## src/sv/cled_pkg.sv

```systemverilog
// ----------------------------------------------------------------------------
// cled_pkg
// Shared types, constants and word tables for the console line editor.
// ----------------------------------------------------------------------------
package cled_pkg;

    localparam int LINE_SIZE = 32;
    localparam int IDX_W     = $clog2(LINE_SIZE);
    localparam int NUM_WORDS = 9;
    localparam int WORD_MAX  = 8;

    localparam logic [1:0] KIND_ECHO = 2'd0;
    localparam logic [1:0] KIND_CMD  = 2'd1;
    localparam logic [1:0] KIND_ARG  = 2'd2;

    localparam logic [3:0] CODE_NONE    = 4'd0;
    localparam logic [3:0] CODE_UNKNOWN = 4'd9;

    localparam logic [7:0] CH_NUL   = 8'h00;
    localparam logic [7:0] CH_BS    = 8'h08;
    localparam logic [7:0] CH_LF    = 8'h0A;
    localparam logic [7:0] CH_CR    = 8'h0D;
    localparam logic [7:0] CH_SPACE = 8'h20;
    localparam logic [7:0] CH_DEL   = 8'h7F;

    localparam logic [7:0] WORD_CHARS [NUM_WORDS][WORD_MAX] = '{
        '{"c", "a", "t", CH_NUL, CH_NUL, CH_NUL, CH_NUL, CH_NUL},
        '{"l", "s", CH_NUL, CH_NUL, CH_NUL, CH_NUL, CH_NUL, CH_NUL},
        '{"r", "m", CH_NUL, CH_NUL, CH_NUL, CH_NUL, CH_NUL, CH_NUL},
        '{"s", "a", "v", "e", CH_NUL, CH_NUL, CH_NUL, CH_NUL},
        '{"m", "k", "d", "i", "r", CH_NUL, CH_NUL, CH_NUL},
        '{"r", "m", "d", "i", "r", CH_NUL, CH_NUL, CH_NUL},
        '{"s", "h", "u", "t", "d", "o", "w", "n"},
        '{"b", "a", "t", "t", "e", "r", "y", CH_NUL},
        '{"h", "e", "l", "p", CH_NUL, CH_NUL, CH_NUL, CH_NUL}
    };

    localparam logic [3:0] WORD_LEN [NUM_WORDS] = '{
        4'd3, 4'd2, 4'd2, 4'd4, 4'd5, 4'd5, 4'd8, 4'd7, 4'd4
    };

    typedef struct packed {
        logic             done;
        logic             has_args;
        logic [IDX_W-1:0] astart;
        logic [IDX_W-1:0] slen;
        logic [3:0]       code;
    } t_scan;

endpackage

```

## src/sv/console_line_editor_command_decode_top.sv

```systemverilog
// ----------------------------------------------------------------------------
// console_line_editor_command_decode_top
// Serial console line editor with command word decode.
// ----------------------------------------------------------------------------
// Input channel: one received byte per beat (i_valid / o_stall). Output
// channel: one result per beat (o_valid / i_stall): echo bytes, a command
// code at line end, then the argument bytes; o_last marks the final result
// of each input byte.
// An echo is loaded into the output register from S_ECHO, the state that
// follows the taking of a byte. An erase on a non-empty line gives three
// echo beats: BS, space, BS. A line end then adds a scan of the stored
// bytes through the line RAM read port, the command code and one beat per
// argument byte; a full line holds 31 bytes.
// The block takes one byte at a time: o_stall is high from the beat after
// a byte is taken until its last result is loaded into the output register.
// An output stall holds the output register and every step but the line scan.
// Reset (synchronous, active low) empties the line and drops any pending
// result; the line RAM itself is not cleared.
// ----------------------------------------------------------------------------
module console_line_editor_command_decode_top (
    input  logic       i_clk,
    input  logic       i_rst_n,
    input  logic       i_valid,
    input  logic [7:0] i_rx_byte,
    output logic       o_stall,
    output logic       o_valid,
    input  logic       i_stall,
    output logic [1:0] o_result_kind,
    output logic [7:0] o_data_byte,
    output logic [3:0] o_command_code,
    output logic       o_last
);
    import cled_pkg::*;

    typedef enum logic [2:0] {
        S_IDLE,
        S_ECHO,
        S_SCAN,
        S_CMD,
        S_ARG
    } t_state;

    t_state           r_state;
    logic [IDX_W-1:0] r_cnt;
    logic             r_erase;
    logic [1:0]       r_ecnt;
    logic [7:0]       r_ech;
    logic             r_lend;
    logic [IDX_W-1:0] r_ra;
    logic             r_rgo;
    logic             r_dv;
    logic [IDX_W-1:0] r_di;
    logic [IDX_W-1:0] r_aidx;
    logic             r_o_valid;
    logic [1:0]       r_o_kind;
    logic [7:0]       r_o_data;
    logic [3:0]       r_o_code;
    logic             r_o_last;

    logic             in_acc;
    logic             slot_free;
    logic             out_load;
    logic             is_erase;
    logic [IDX_W-1:0] cnt_inc;
    logic [IDX_W-1:0] last_idx;
    logic             line_end;
    logic             arg_last;
    logic [7:0]       echo_byte;
    logic             ram_re;
    logic [IDX_W-1:0] ram_raddr;
    logic [7:0]       ram_rdata;
    t_scan            scan_res;

    assign o_stall   = (r_state != S_IDLE);
    assign in_acc    = i_valid && !o_stall;
    assign slot_free = !r_o_valid || !i_stall;
    assign out_load  = slot_free && (r_state inside {S_ECHO, S_CMD, S_ARG});
    assign is_erase  = i_rx_byte inside {CH_BS, CH_DEL};
    assign cnt_inc   = r_cnt + 1'b1;
    assign last_idx  = r_cnt - 1'b1;
    assign line_end  = (i_rx_byte inside {CH_CR, CH_LF}) ||
                       (cnt_inc == IDX_W'(LINE_SIZE - 1));
    assign arg_last  = (r_aidx == scan_res.slen - 1'b1);
    assign echo_byte = r_erase ? ((r_ecnt == 2'd1) ? CH_SPACE : CH_BS) : r_ech;

    always_comb begin
        ram_re    = 1'b0;
        ram_raddr = r_ra;
        case (r_state)
            S_SCAN: begin
                ram_re = r_rgo;
            end
            S_CMD: begin
                ram_re    = slot_free && scan_res.has_args;
                ram_raddr = scan_res.astart;
            end
            S_ARG: begin
                ram_re    = slot_free && !arg_last;
                ram_raddr = r_aidx + 1'b1;
            end
            default: begin
                ram_re = 1'b0;
            end
        endcase
    end

    cled_ram #(
        .WIDTH(8),
        .DEPTH(LINE_SIZE)
    ) u_line_ram (
        .i_clk  (i_clk),
        .i_we   (in_acc && !is_erase),
        .i_waddr(r_cnt),
        .i_wdata(i_rx_byte),
        .i_re   (ram_re),
        .i_raddr(ram_raddr),
        .o_rdata(ram_rdata)
    );

    cled_scan u_scan (
        .i_clk    (i_clk),
        .i_rst_n  (i_rst_n),
        .i_start  (in_acc),
        .i_valid  (r_dv),
        .i_byte   (ram_rdata),
        .i_idx    (r_di),
        .i_end_idx(last_idx),
        .o_res    (scan_res)
    );

    always_ff @(posedge i_clk) begin
        if (!i_rst_n) begin
            r_state   <= S_IDLE;
            r_cnt     <= '0;
            r_rgo     <= 1'b0;
            r_dv      <= 1'b0;
            r_o_valid <= 1'b0;
        end else begin
            if (out_load) begin
                r_o_valid <= 1'b1;
            end else if (!i_stall) begin
                r_o_valid <= 1'b0;
            end
            r_dv <= (r_state == S_SCAN) && r_rgo;
            r_di <= r_ra;
            case (r_state)
                S_IDLE: begin
                    if (in_acc) begin
                        if (is_erase) begin
                            if (r_cnt != '0) begin
                                r_erase <= 1'b1;
                                r_ecnt  <= 2'd2;
                                r_cnt   <= last_idx;
                                r_lend  <= 1'b0;
                                r_state <= S_ECHO;
                            end
                        end else begin
                            r_erase <= 1'b0;
                            r_ecnt  <= 2'd0;
                            r_ech   <= i_rx_byte;
                            r_cnt   <= cnt_inc;
                            r_lend  <= line_end;
                            r_state <= S_ECHO;
                        end
                    end
                end
                S_ECHO: begin
                    if (slot_free) begin
                        r_o_kind  <= KIND_ECHO;
                        r_o_data  <= echo_byte;
                        r_o_code  <= CODE_NONE;
                        r_o_last  <= (r_ecnt == 2'd0) && !r_lend;
                        if (r_ecnt == 2'd0) begin
                            if (r_lend) begin
                                r_ra    <= '0;
                                r_rgo   <= 1'b1;
                                r_state <= S_SCAN;
                            end else begin
                                r_state <= S_IDLE;
                            end
                        end else begin
                            r_ecnt <= r_ecnt - 1'b1;
                        end
                    end
                end
                S_SCAN: begin
                    if (r_rgo) begin
                        r_ra <= r_ra + 1'b1;
                        if (r_ra == last_idx) begin
                            r_rgo <= 1'b0;
                        end
                    end
                    if (scan_res.done) begin
                        r_state <= S_CMD;
                    end
                end
                S_CMD: begin
                    if (slot_free) begin
                        r_o_kind  <= KIND_CMD;
                        r_o_data  <= CH_NUL;
                        r_o_code  <= scan_res.code;
                        r_o_last  <= !scan_res.has_args;
                        r_cnt     <= '0;
                        if (scan_res.has_args) begin
                            r_aidx  <= scan_res.astart;
                            r_state <= S_ARG;
                        end else begin
                            r_state <= S_IDLE;
                        end
                    end
                end
                S_ARG: begin
                    if (slot_free) begin
                        r_o_kind  <= KIND_ARG;
                        r_o_data  <= ram_rdata;
                        r_o_code  <= CODE_NONE;
                        r_o_last  <= arg_last;
                        if (arg_last) begin
                            r_state <= S_IDLE;
                        end else begin
                            r_aidx <= r_aidx + 1'b1;
                        end
                    end
                end
                default: begin
                    r_state <= S_IDLE;
                end
            endcase
        end
    end

    assign o_valid        = r_o_valid;
    assign o_result_kind  = r_o_kind;
    assign o_data_byte    = r_o_data;
    assign o_command_code = r_o_code;
    assign o_last         = r_o_last;

endmodule

```

## src/sv/cled_ram.sv

```systemverilog
// ----------------------------------------------------------------------------
// cled_ram
// Generic simple dual-port RAM, one write port, one registered read port.
// ----------------------------------------------------------------------------
module cled_ram #(
    parameter int WIDTH = 8,
    parameter int DEPTH = 32,
    localparam int AW   = $clog2(DEPTH)
) (
    input  logic             i_clk,
    input  logic             i_we,
    input  logic [AW-1:0]    i_waddr,
    input  logic [WIDTH-1:0] i_wdata,
    input  logic             i_re,
    input  logic [AW-1:0]    i_raddr,
    output logic [WIDTH-1:0] o_rdata
);

    logic [WIDTH-1:0] r_mem [DEPTH];
    logic [WIDTH-1:0] r_rdata;

    always_ff @(posedge i_clk) begin
        if (i_we) begin
            r_mem[i_waddr] <= i_wdata;
        end
        if (i_re) begin
            r_rdata <= r_mem[i_raddr];
        end
    end

    assign o_rdata = r_rdata;

endmodule

```

## src/sv/cled_scan.sv

```systemverilog
// ----------------------------------------------------------------------------
// cled_scan
// Line scanner: takes stored bytes in order and finds the cut length, the
// first space, the argument start and the command word match.
// ----------------------------------------------------------------------------
module cled_scan (
    input  logic                      i_clk,
    input  logic                      i_rst_n,
    input  logic                      i_start,
    input  logic                      i_valid,
    input  logic [7:0]                i_byte,
    input  logic [cled_pkg::IDX_W-1:0] i_idx,
    input  logic [cled_pkg::IDX_W-1:0] i_end_idx,
    output cled_pkg::t_scan           o_res
);
    import cled_pkg::*;

    logic                 r_done, n_done;
    logic                 r_found, n_found;
    logic                 r_pend, n_pend;
    logic                 r_aset, n_aset;
    logic [NUM_WORDS-1:0] r_mis, n_mis;
    logic [IDX_W-1:0]     r_sp, n_sp;
    logic [IDX_W-1:0]     r_slen, n_slen;
    logic [IDX_W-1:0]     r_astart, n_astart;
    logic                 crlf;
    logic                 in_word;
    logic [2:0]           pos;
    logic [IDX_W-1:0]     cmd_len;
    logic [3:0]           code;

    assign crlf    = i_byte inside {CH_CR, CH_LF};
    assign in_word = 32'(i_idx) < 32'(WORD_MAX);
    assign pos     = 3'(i_idx);

    always_comb begin
        n_done   = r_done;
        n_found  = r_found;
        n_pend   = r_pend;
        n_aset   = r_aset;
        n_mis    = r_mis;
        n_sp     = r_sp;
        n_slen   = r_slen;
        n_astart = r_astart;
        if (i_start) begin
            n_done   = 1'b0;
            n_found  = 1'b0;
            n_pend   = 1'b0;
            n_aset   = 1'b0;
            n_mis    = '0;
            n_sp     = '0;
            n_slen   = '0;
            n_astart = '0;
        end else if (i_valid && !r_done) begin
            if (i_byte == CH_NUL) begin
                n_done = 1'b1;
            end else begin
                if (!crlf) begin
                    n_slen = i_idx + 1'b1;
                end
                if (!r_found) begin
                    if (i_byte == CH_SPACE) begin
                        n_found = 1'b1;
                        n_sp    = i_idx;
                        if (r_pend) begin
                            n_mis = '1;
                        end
                    end else if (crlf) begin
                        n_pend = 1'b1;
                    end else begin
                        for (int w = 0; w < NUM_WORDS; w++) begin
                            if (r_pend || (in_word && i_byte != WORD_CHARS[w][pos])) begin
                                n_mis[w] = 1'b1;
                            end
                        end
                        n_pend = 1'b0;
                    end
                end else if (!r_aset && i_byte != CH_SPACE) begin
                    n_aset   = 1'b1;
                    n_astart = i_idx;
                end
                if (i_idx == i_end_idx) begin
                    n_done = 1'b1;
                end
            end
        end
    end

    always_ff @(posedge i_clk) begin
        if (!i_rst_n) begin
            r_done  <= 1'b0;
            r_found <= 1'b0;
            r_pend  <= 1'b0;
            r_aset  <= 1'b0;
            r_mis   <= '0;
        end else begin
            r_done  <= n_done;
            r_found <= n_found;
            r_pend  <= n_pend;
            r_aset  <= n_aset;
            r_mis   <= n_mis;
        end
        r_sp     <= n_sp;
        r_slen   <= n_slen;
        r_astart <= n_astart;
    end

    assign cmd_len = r_found ? r_sp : r_slen;

    always_comb begin
        code = CODE_UNKNOWN;
        for (int w = NUM_WORDS - 1; w >= 0; w--) begin
            if (!r_mis[w] && 32'(cmd_len) == 32'(WORD_LEN[w])) begin
                code = 4'(w);
            end
        end
    end

    assign o_res.done     = r_done;
    assign o_res.has_args = r_found && r_aset && (r_astart < r_slen);
    assign o_res.astart   = r_astart;
    assign o_res.slen     = r_slen;
    assign o_res.code     = code;

endmodule

```

## config.mk

```make
export PLATFORM = sky130hd
export DESIGN_NAME = console_line_editor_command_decode_top
export DESIGN_NICKNAME = d
export VERILOG_FILES = /design/src/sv/cled_pkg.sv /design/src/sv/console_line_editor_command_decode_top.sv /design/src/sv/cled_ram.sv /design/src/sv/cled_scan.sv
export SDC_FILE = /design/constraint.sdc
export NUM_CORES = 1
export LEC_CHECK = 0
export ABC_AREA = 1
export BUFFER_PORTS_ARGS = -buffer_cell sky130_fd_sc_hd__buf_2
export CAP_MARGIN = 10
export CORE_MARGIN = 4
export CORE_UTILIZATION = 45
export DETAILED_ROUTE_END_ITERATION = 7
export PLACE_DENSITY = 0.59
export SLEW_MARGIN = 10
export SYNTH_ARGS = -nofsm -noshare
export SYNTH_HDL_FRONTEND = slang
export SYNTH_SLANG_ARGS = --single-unit
```

## constraint.sdc

```tcl
create_clock -name i_clk -period 3.2 [get_ports i_clk]
set_input_delay 0.64 -clock i_clk [delete_from_list [all_inputs] [get_ports i_clk]]
set_output_delay 0.64 -clock i_clk [all_outputs]
set_load 0.03 [all_outputs]
```

# Word-level counts from Yosys, hierarchy flattened
# Memories as Yosys holds them, arrays and structs flattened. A register that Yosys moved wholly into a read port is not among the register bits.
# Cells that the tools add are included.
[totals]
register_bits = 81
n_memories = 10
wordCells = 328
romBits = 576
in_bits = 12
ramBits = 256
output_inout_bits = 17
[classes]
n_reduce_logical = 109
magnitude_cmp = 3
bitwise = 7
addsub = 7
mux = 110
eq_ne = 50
[mem_list]
columns = ["memory", "words", "word_bits", "rd", "rd_ports_with_merged_regs", "wr", "line", "rtl"]
rows = [
  ["u_line_ram.r_mem", 32, 8, 1, 1, 1, "cled_ram.sv:19", "logic [WIDTH-1:0] r_mem [DEPTH];"],
  ["(no name shown)", 8, 8, 1, 0, 0, "cled_scan.sv:72", "if (r_pend || (in_word && i_byte != WORD_CHARS[w][pos])) begin"],
  ["(no name shown)", 8, 8, 1, 0, 0, "cled_scan.sv:72", ""],
  ["(no name shown)", 8, 8, 1, 0, 0, "cled_scan.sv:72", ""],
  ["(no name shown)", 8, 8, 1, 0, 0, "cled_scan.sv:72", ""],
  ["(no name shown)", 8, 8, 1, 0, 0, "cled_scan.sv:72", ""],
  ["4 more memories", "--", "--", "--", "--", "--", "--", ""],
]
[ops]
columns = ["cell", "count"]
rows = [
  ["2-to-1 mux 8 bit", 22],
  ["!= test 8 bit", 9],
  ["AND reduction 6 bit", 12],
  ["2-to-1 mux 5 bit", 13],
  ["== test 8 x 4 -> 1 bit, second input constant", 5],
  ["2-to-1 mux 4 bit", 10],
  ["one-hot mux 5 bit (2 select lines)", 4],
  ["nonzero test 2 bit", 18],
  ["AND reduction 4 bit", 8],
  ["2-to-1 mux 1 bit", 30],
  ["2-to-1 mux 3 bit", 10],
  ["logical AND 1 bit", 29],
  ["2-to-1 mux 9 bit", 3],
  ["one-hot mux 8 bit (3 select lines)", 1],
  ["!= test 2 bit, second input constant", 11],
  ["adder 5 x 1 -> 5 bit, second input constant", 4],
  ["logical NOT 1 bit", 18],
  ["2-to-1 mux 2 bit", 9],
  ["== test 5 x 3 -> 1 bit, second input constant", 3],
  ["== test 5 bit", 3],
  ["one-hot mux 3 bit (5 select lines)", 1],
  ["!= test 2 x 1 -> 1 bit, second input constant", 6],
  ["logical OR 1 bit", 11],
  ["== test 5 x 2 -> 1 bit, second input constant", 2],
  ["other kinds (33)", 44],
]

# Logic depth before layout (Yosys ltp)
# Gate-level depths: netlist of run 1.
[logic_depth]
depth_word = 14
mapped_depth = 14
depth_no_buf = 13

# By module
# Synthesis of run 1 repeated with hierarchy kept, for this count alone.
[hier_totals]
hier_cells = 1684
hier_area_um2 = 16457.0
[modules_own_cells]
columns = ["mod", "n_inst", "area_per_inst_um2", "cells_per_inst"]
rows = [
  ["cled_ram", 1, 10866.7, 922],
  ["console_line_editor_command_decode_top", 1, 3025.4, 359],
  ["cled_scan", 1, 2565.0, 403],
]

# Least setup slack after synthesis of run 1
# OpenSTA, ideal clock, no wires.
[synth_timing]
path_kind = "input to register"
from = "in i_rst_n"
to = "reg r_o_data[0] (netlist: o_data_byte[0]), enable pin"
setup_slack_ps = 828
cell_stages = 4
t_required_ps = 2807
arrival_time_ps = 1978
path_cell_list = "clkbuf_1 inv_1 clkbuf_1 nor3_1"
[synth_via]
elab_chain_cells = 1
[synth_lines]
columns = ["element", "line", "rtl"]
rows = [
  ["start: declaration", "console_line_editor_command_decode_top.sv:22", "input logic i_rst_n,"],
  ["AND reduction 5 bit (no line)", "--", ""],
  ["end signal: assignment", "console_line_editor_command_decode_top.sv:170", "r_o_data <= echo_byte;"],
  ["end signal: assignment", "console_line_editor_command_decode_top.sv:215", "r_o_data <= ram_rdata;"],
  ["end: declaration", "console_line_editor_command_decode_top.sv:56", "logic [7:0] r_o_data;"],
]
# Every way passes these cells.
# A chain may end at the register's enable or synchronous reset.

# Worst setup path in the final report of run 1
[layout_timing]
from = "reg r_state[0]"
to = "reg u_line_ram.r_rdata[6] (netlist: u_line_ram.o_rdata[6]) (read register of u_line_ram.r_mem), data pin"
[layout_via]
elab_chain_cells = 2
word_cells_on_any_way = 5
[layout_lines]
columns = ["element", "line", "rtl"]
rows = [
  ["start: declaration", "console_line_editor_command_decode_top.sv:43", "t_state r_state;"],
  ["start signal: assignment", "console_line_editor_command_decode_top.sv:133", "r_state <= S_IDLE;"],
  ["start signal: assignment", "console_line_editor_command_decode_top.sv:155", "r_state <= S_ECHO;"],
  ["start signal: assignment", "console_line_editor_command_decode_top.sv:163", "r_state <= S_ECHO;"],
  ["== test 3 bit or == test 3 x 2 -> 1 bit (tied branches)", "console_line_editor_command_decode_top.sv:89", "case (r_state)"],
  ["one-hot mux 1 bit (3 select lines) or one-hot mux 5 bit (2 select lines) (tied branches)", "console_line_editor_command_decode_top.sv:89", ""],
  ["end: declaration", "cled_ram.sv:20", "logic [WIDTH-1:0] r_rdata;"],
]
# Several ways; a longest one is shown, not always the timed one.

==> metrics.md, run 1 <==
| Metric | Value |
|---|---|
| Outcome | completed |
| Diodes inserted | 0 |
| Final Total Pwr | 15100 uW |
| Critical R2R Launch | r_state[0] |
| Internal power | between 9000 and 10000 uW |
| Global-route wire length before repair | about 69000 microns |
| Min-Delay Startpoint | r_ra[4] |
| Clock sinks | roughly 350 |
| Setup TNS | 0 ns |
| Vias | 12600 |
| WS Path Type | register to register |
| Gpl congestion | about 0.9 |
| Clock share of power | slightly below 30% |
| DRC violations left | 0 |
| Post-synth top area cell | edfxtp_1 |
| Setup-failing EPs final | 0 |
| Largest net degree at the start of global routing | roughly 110 |
| Synth Register Bits | approximately 350 |
| Sequential Area | around 10000 sq um |
| Final hold slack | approximately 0.46 ns |
| Die footprint | between 40000 and 50000 sq um |
| Synth Area per Inst | ~9.3 sq um |
| First-pass detailed-route iteration total | 6 |
| Worst-Margin Slew | 1.07 ns |
| Hold_buf cts | 0 |
| Final Critical Period | around 2.8 ns |
| Sequential area share after synthesis | roughly three fifths |
| Layout Skew | 0.0262 ns |
| Multi-input logic area | 5500 sq um |
| Top FF cell, synth | edfxtp_1 |
| EDFF count, synth | a little over 300 |
| Gate Count Post-Synth | roughly 1800 |
| Tcrit/Tclk final | 86.1% |
| R2R cell count | 10 |
| Worst-path fanout max | 33 |
| Post-layout util | between 50% and 60% |
| Most frequent cells in the layout | 353 x nand2_1, 332 x nand3_1, 306 x edfxtp_1 |
| Syn Nets | around 1900 |
| Reg power frac | 36.5% |
| CTS H-Tree Depth | 2 |
| Psw | 5620 uW |
| Worst hold path endpoint | r_di[4] |
| CTS tree | done |
| Routed WL per cell | about 18 microns |
| Vias in the first global route | 12200 |
| Num rows | 70 |
| Slew Limit Fails | 0 |
| CP peak stage delay | 0.48 ns |
| Relative slew margins | between 20% and 30% |
| Boundary Pins | 29 |
| Commonest non-fill, non-tap cell in the layout | nand2_1 |
| Resized Gates After CTS | 0 |
| Leakage | just over 0.008 uW |
| Comb power frac | between 30% and 40% |
| DR iter-0 viols | approximately 1100 |
| Synthesis-to-layout area growth | 13.0% |
| Pwr/cell area | 787 nW/um^2 |
| RSZ-0062 raised after global routing | no |
| Synth warn | 0 |
| Clock Tree Root | clkbuf_16 |
| TritonCTS Buffers | 40 |
| Routed Antenna Nets | 0 |
| WP data required | 3.51 ns |
| Die width | 202 microns |
| Worst hold path stage count | 0 |
| Worst Setup Start Kind | register |
| Async SR Flop Fraction | 0% |
| Clock-pin slew on the worst setup and hold paths | 0.06 ns |
| RR Endpoint | u_line_ram.o_rdata[6] |
| Initial antenna violation count | 0 |
| Max frequency | 0.363 GHz |
| Vias per cell | ~5.2 |
| Layout net count | between 1500 and 2000 |
| Crit path arrival time | just over 3 ns |
| Slowest cell on crit path | inv_2 |
| Port buffer count | 28 |
| Drt total wl | roughly 44000 microns |
| Post-CTS setup buffer count | 0 |
| CP Cell Sequence | nand3_2, o21ai_1, a21oi_2, buf_12, inv_2, nand3_1, nand3_1, nand2_1, nand2_1, nand2_1 |
| Fill count | 3476 |
| Top-area cell type share of the netlist area | a little over half |
| Final Hold Viols | 0 |
| Core area | ~37000 sq um |
| R2R Setup Slk | between 0.4 and 0.5 ns |
| Share of cells above drive strength 1 | 8.87% |
| Overall routing resource usage | between 20% and 30% |
| Hpwl dp | 29600 microns |
| Crit. End Element | register |
| Max-Cap Viols | 0 |
| Synth top area cells | edfxtp_1 54%, nand3_1 9.8%, nand2_1 7.8% |
| Switching Share | between 30% and 40% |
| Skew-Pair Late Insertion Delay | roughly 0.56 ns |
| Synth cell types | 45 |
| Post-Syn Area | ~17000 sq um |
| Worst min-delay path class | register to register |
| Die Y | approximately 200 microns |
| Top cell by count, worst path | nand2_1 |
| VDD IR max | 0.401 mV |
| Gr ovfl total | 0 |
| Clock buffer depth | 3 |
| Starting density of the core | between 40% and 50% |
## critical path: cells and delay by family (launching register included)
kind | cells | cell delay [ns]
flip-flops | 1 | 0.45
AND/OR/NAND/NOR | 6 | 0.95
buffers and inverters | 2 | 0.66
AO/OA/AOI/OAI | 2 | 0.43
## cell type report
cell class                 instances  area share (%)
tap                              504            3.28
sequential                       345            51.9
timing repair buffer              84            3.31
multi-input combinational       1091            28.6
clock buffer                      54            5.71
inverter                         313            6.13
clock inverter                    18            1.02
## worst max-delay path by stage
stage	startpoint	endpoint	slack [ns]
2_1_floorplan	i_rst_n	o_data_byte[0]	0.83
3_5_place_dp	i_rx_byte[0]	u_line_ram.r_mem[0][7]	0.40
5_1_grt	r_state[0]	u_line_ram.o_rdata[7]	0.22
6_report	r_state[0]	u_line_ram.o_rdata[6]	0.44
4_1_cts	r_state[0]	u_line_ram.o_rdata[1]	0.48
3_3_place_gp	i_rx_byte[0]	u_line_ram.r_mem[0][1]	0.43
## through the flow
stage	setup WS [ns]	std cells	area [sq um]
global route	0.224	2409	19200
CTS	0.483	2409	19200
finish	0.445	2409	19200
detailed placement	0.399	2337	17900
floorplan	0.828	1827	17000
global placement	0.434	2337	17900
## power groups by stage
stage	Sequential, uW	Clock (uW)	Combinational (uW)
after global routing	5540	4800	5640
after global placement	5600	0	5020
after floorplan	5580	0	3430
final	5510	4510	5100
after CTS	5510	4610	5090
after detailed placement	5600	0	5070
## layer usage
| layer | part of all wire (%) | up-vias | wire length (microns) | global-route usage [%] |
|---|---|---|---|---|
| li1 | - | 6180 | - | - |
| met1 | 46 | 5996 | 20100 | 30.0 |
| met2 | 46 | 360 | 20400 | 34.7 |
| met3 | 5.4 | 76 | 2380 | 2.86 |
| met4 | 2.8 | 0 | 1240 | 7.54 |
| met5 | 0 | - | 0 | 0 |
## synth_stat cells (all sizes together), types with 5 or more instances
cell	count
ha	24
nor3	15
buf	55
nand4	12
edfxtp	306
dfxtp	39
nand3b	57
xor2	20
nor2	115
clkinv	5
nand3	335
xnor2	7
clkbuf	23
inv	308
o32ai	6
nand2	358
o21ai	65
a21oi	54
## cell families after synthesis
family / synth area share (%)
simple gates: 24.3
buf+inv: 9.10
flops: 58.7
compound gates: 4.76
xor+xnor: 1.39
fa+ha+maj: 1.77
## flip-flops by register name (all words and copies together) (netlist names), 2 cells and up
signal,cells
r_di,5
u_line_ram.r_mem,256
u_scan.r_slen,5
o_command_code,4
u_scan.r_sp,5
u_line_ram.o_rdata,8
o_result_kind,2
r_state,3
r_cnt,5
r_ra,5
r_aidx,5
u_scan.r_mis,9
o_data_byte,8
r_ech,8
r_ecnt,2
u_scan.r_astart,5
Note: power is estimated with default switching activity, not from simulation.
==> run 2, diff against run 1 <==
Settings changed: CELL_PAD_IN_SITES_DETAIL_PLACEMENT set to 1, CELL_PAD_IN_SITES_GLOBAL_PLACEMENT set to 2, CORE_UTILIZATION 45 to 41, PLACE_DENSITY 0.59 to 0.79.
==> metrics.md, run 2 (same netlist as run 1, synthesis figures left out) <==
| Metric | Value |
|---|---|
| Tcrit/Tclk final | 89.9% (+3.8 points) |
| Vias per cell | 5.28 (+0.76%) |
| Critical R2R Launch | r_state[0] |
| Leading registers by flop count | u_line_ram.r_mem x256, u_scan.r_mis x9 |
| Clock Tree Root | clkbuf_16 |
| WP data required | 3.51 ns (about the same) |
| Final std cells w/o fill | 2441 (+1.3%) |
| Top cell by count, worst path | nand3_1 |
| Max FFs per register | 256 (unchanged) |
| Gpl congestion | 0.839 (-5.0%) |
| Worst hold path stage count | 1 (+1) |
| Global-route wire length before repair | 79300 microns (+15%) |
| Starting density of the core | 41.5% (-4.5 points) |
| Max frequency | 0.348 GHz (-4.2%) |
| Share of cells above drive strength 1 | 9.06% (+0.19 points) |
| CTS H-Tree Depth | 2 (unchanged) |
| Setup TNS | 0 ns (unchanged) |
| Reg with most FFs | u_line_ram.r_mem |
| Routed Antenna Nets | 0 (unchanged) |
| DP Cell Count | 2367 (+1.3%) |
| Sequential Area | 9970 sq um (unchanged) |
| Drt total wl | 51600 microns (+17%) |
| RSZ-0062 raised after global routing | no |
| DRC violations left | 0 (unchanged) |
| Core area | 40900 sq um (+11%) |
| Overall routing resource usage | 23.0% (+1.6 points) |
| Routed WL per cell | 21.1 microns (+15%) |
| TritonCTS Buffers | 40 (unchanged) |
| CP peak stage delay | 0.60 ns (+0.12 ns) |
| Crit path arrival time | 3.18 ns (+0.12 ns) |
| Die width | 212 microns (+4.6%) |
| Commonest non-fill, non-tap cell in the layout | nand2_1 |
| Worst min-delay path class | primary input to register |
| Boundary Pins | 29 (unchanged) |
| CTS tree | done |
| Largest net degree at the start of global routing | 83 (-21%) |
| Num rows | 74 (+5.7%) |
| Relative slew margins | 47.3% (+19 points) |
| R2R cell count | 11 (+1) |
| Pwr/cell area | 798 nW/um^2 (+1.4%) |
| Leakage | 0.00808 uW (+0.12%) |
| Worst hold path endpoint | u_line_ram.r_mem[21][5] |
| VDD IR max | 0.450 mV (+12%) |
| Slowest cell on crit path | buf_4 |
| Top Family by Delay on Critical Path | simple AND/OR/NAND/NOR gates |
| Multi-input logic area | 5500 sq um (unchanged) |
| Final Critical Period | 2.88 ns (+0.121 ns) |
| Worst-path fanout max | 64 (+94%) |
| Post-route setup slack | 0.323 ns (-0.121 ns) |
| WS Path Type | register to register |
| Clock-pin slew on the worst setup and hold paths | 0.06 ns (about the same) |
| Layout Skew | 0.0124 ns (-0.0138 ns) |
| Resized Gates After CTS | 0 (unchanged) |
| Most frequent cells in the layout | 353 x nand2_1, 332 x nand3_1, 306 x edfxtp_1 |
| Hold_buf cts | 0 (unchanged) |
| Post-Place Worst Slack | 0.350 ns (-0.0492 ns) |
| Vias | 12900 (+2.1%) |
| Synthesis-to-layout area growth | 13.2% |
| Die Y | 212 microns (+4.6%) |
| Worst-Margin Slew | 0.787 ns (-0.287 ns) |
| DR iter-0 viols | 845 (-21%) |
| Initial antenna violation count | 1 (+1) |
| Crit. End Element | register |
| Max-Cap Viols | 0 (unchanged) |
| Min-Delay Startpoint | i_rx_byte[5] |
| Gr ovfl total | 0 (unchanged) |
| Diodes inserted | 0 (unchanged) |
| Clock buffer depth | 3 (unchanged) |
| Skew-Pair Late Insertion Delay | 0.56 ns (about the same) |
| Final Hold Viols | 0 (unchanged) |
| CP Cell Sequence | nand3_2, buf_4, nand3_4, buf_4, nand3_1, nand3_1, nand3_1, nand3_1, nand2_1, nand2_1, nand2_1 |
| R2R Setup Slk | 0.32 ns (-0.12 ns) |
| Layout net count | 1913 (+0.10%) |
| Hpwl dp | 35500 microns (+20%) |
| Setup-failing EPs final | 0 (unchanged) |
| Fill count | 4708 (+35%) |
| Worst Setup Start Kind | register |
| Slew Limit Fails | 0 (unchanged) |
| Post-CTS setup buffer count | 0 (unchanged) |
| Clock sinks | 345 (unchanged) |
| WP buf/inv | 2 (unchanged) |
| Vias in the first global route | 13000 (+7.2%) |
| Port buffer count | 28 (unchanged) |
| Die footprint | 44800 sq um (+9.4%) |
| Outcome | completed |
| First-pass detailed-route iteration total | 5 (-1) |
| RR Endpoint | u_line_ram.o_rdata[6] |
## run 2: cell types whose count changed in the layout (fill, tap and decap cells not counted), sizes merged
cell / delta
clkinv: +4
buf: +2
bufinv: -2
inv: +2
clkbuf: -1
clkinvlp: -1
## run 2: layout make-up
class / instances / share of cell area, %
repair buffers: 86 / 3.45
clock inverters: 21 / 0.806
well taps: 532 / 3.46
multi-input cells: 1091 / 28.6
flip-flops and latches: 345 / 51.8
clock buffers: 53 / 5.78
inverters: 313 / 6.12
## run 2: worst reg2reg max path, stage by stage, from the launching register on
cell and delay [ns]:
dfxtp_1 0.48, nand3_2 0.30, buf_4 0.27, nand3_4 0.13, buf_4 0.60, nand3_1 0.20, nand3_1 0.18, nand3_1 0.10
nand3_1 0.13, nand2_1 0.09, nand2_1 0.08, nand2_1 0.06
## run 2: how the worst max path moves through the flow
stage	start	endpoint	slack [ns]	cells after the start
after floorplan	i_rst_n	o_data_byte[0]	0.83	4
after global placement	r_state[0]	u_line_ram.o_rdata[2]	0.40	11
after detailed placement	r_state[0]	u_line_ram.o_rdata[2]	0.35	11
after CTS	r_state[0]	u_line_ram.o_rdata[2]	0.35	11
after global routing	r_state[0]	u_line_ram.o_rdata[6]	0.13	11
final	r_state[0]	u_line_ram.o_rdata[6]	0.32	11
## run 2: power breakdown
group / total, uW / switching (uW) / internal, uW
Clock: 4450 / 1840 / 2610
Combinational: 5390 / 3850 / 1540
Sequential: 5510 / 238 / 5280
Total: 15400 / 5930 / 9420
## run 2: routing by layer
metal | vias to the layer above | wire [microns] | global-route usage [%]
met2 | 236 | 24900 | 38.9
li1 | 6195 | - | -
met1 | 6384 | 23800 | 32.2
met5 | - | 0 | 0
met4 | 0 | 843 | 4.84
met3 | 62 | 1940 | 2.95
## run 2: metrics by stage
stage	area [sq um]	util, %	hold WS, ns	power (uW)
4_1_cts	19200	47.0	0.294	15500
5_1_grt	19200	47.0	0.317	16200
3_3_place_gp	18000	43.9	0.436	10900
6_report	19200	47.0	0.327	15400
3_5_place_dp	18000	43.9	0.445	11000
2_1_floorplan	17000	-	0.426	9010
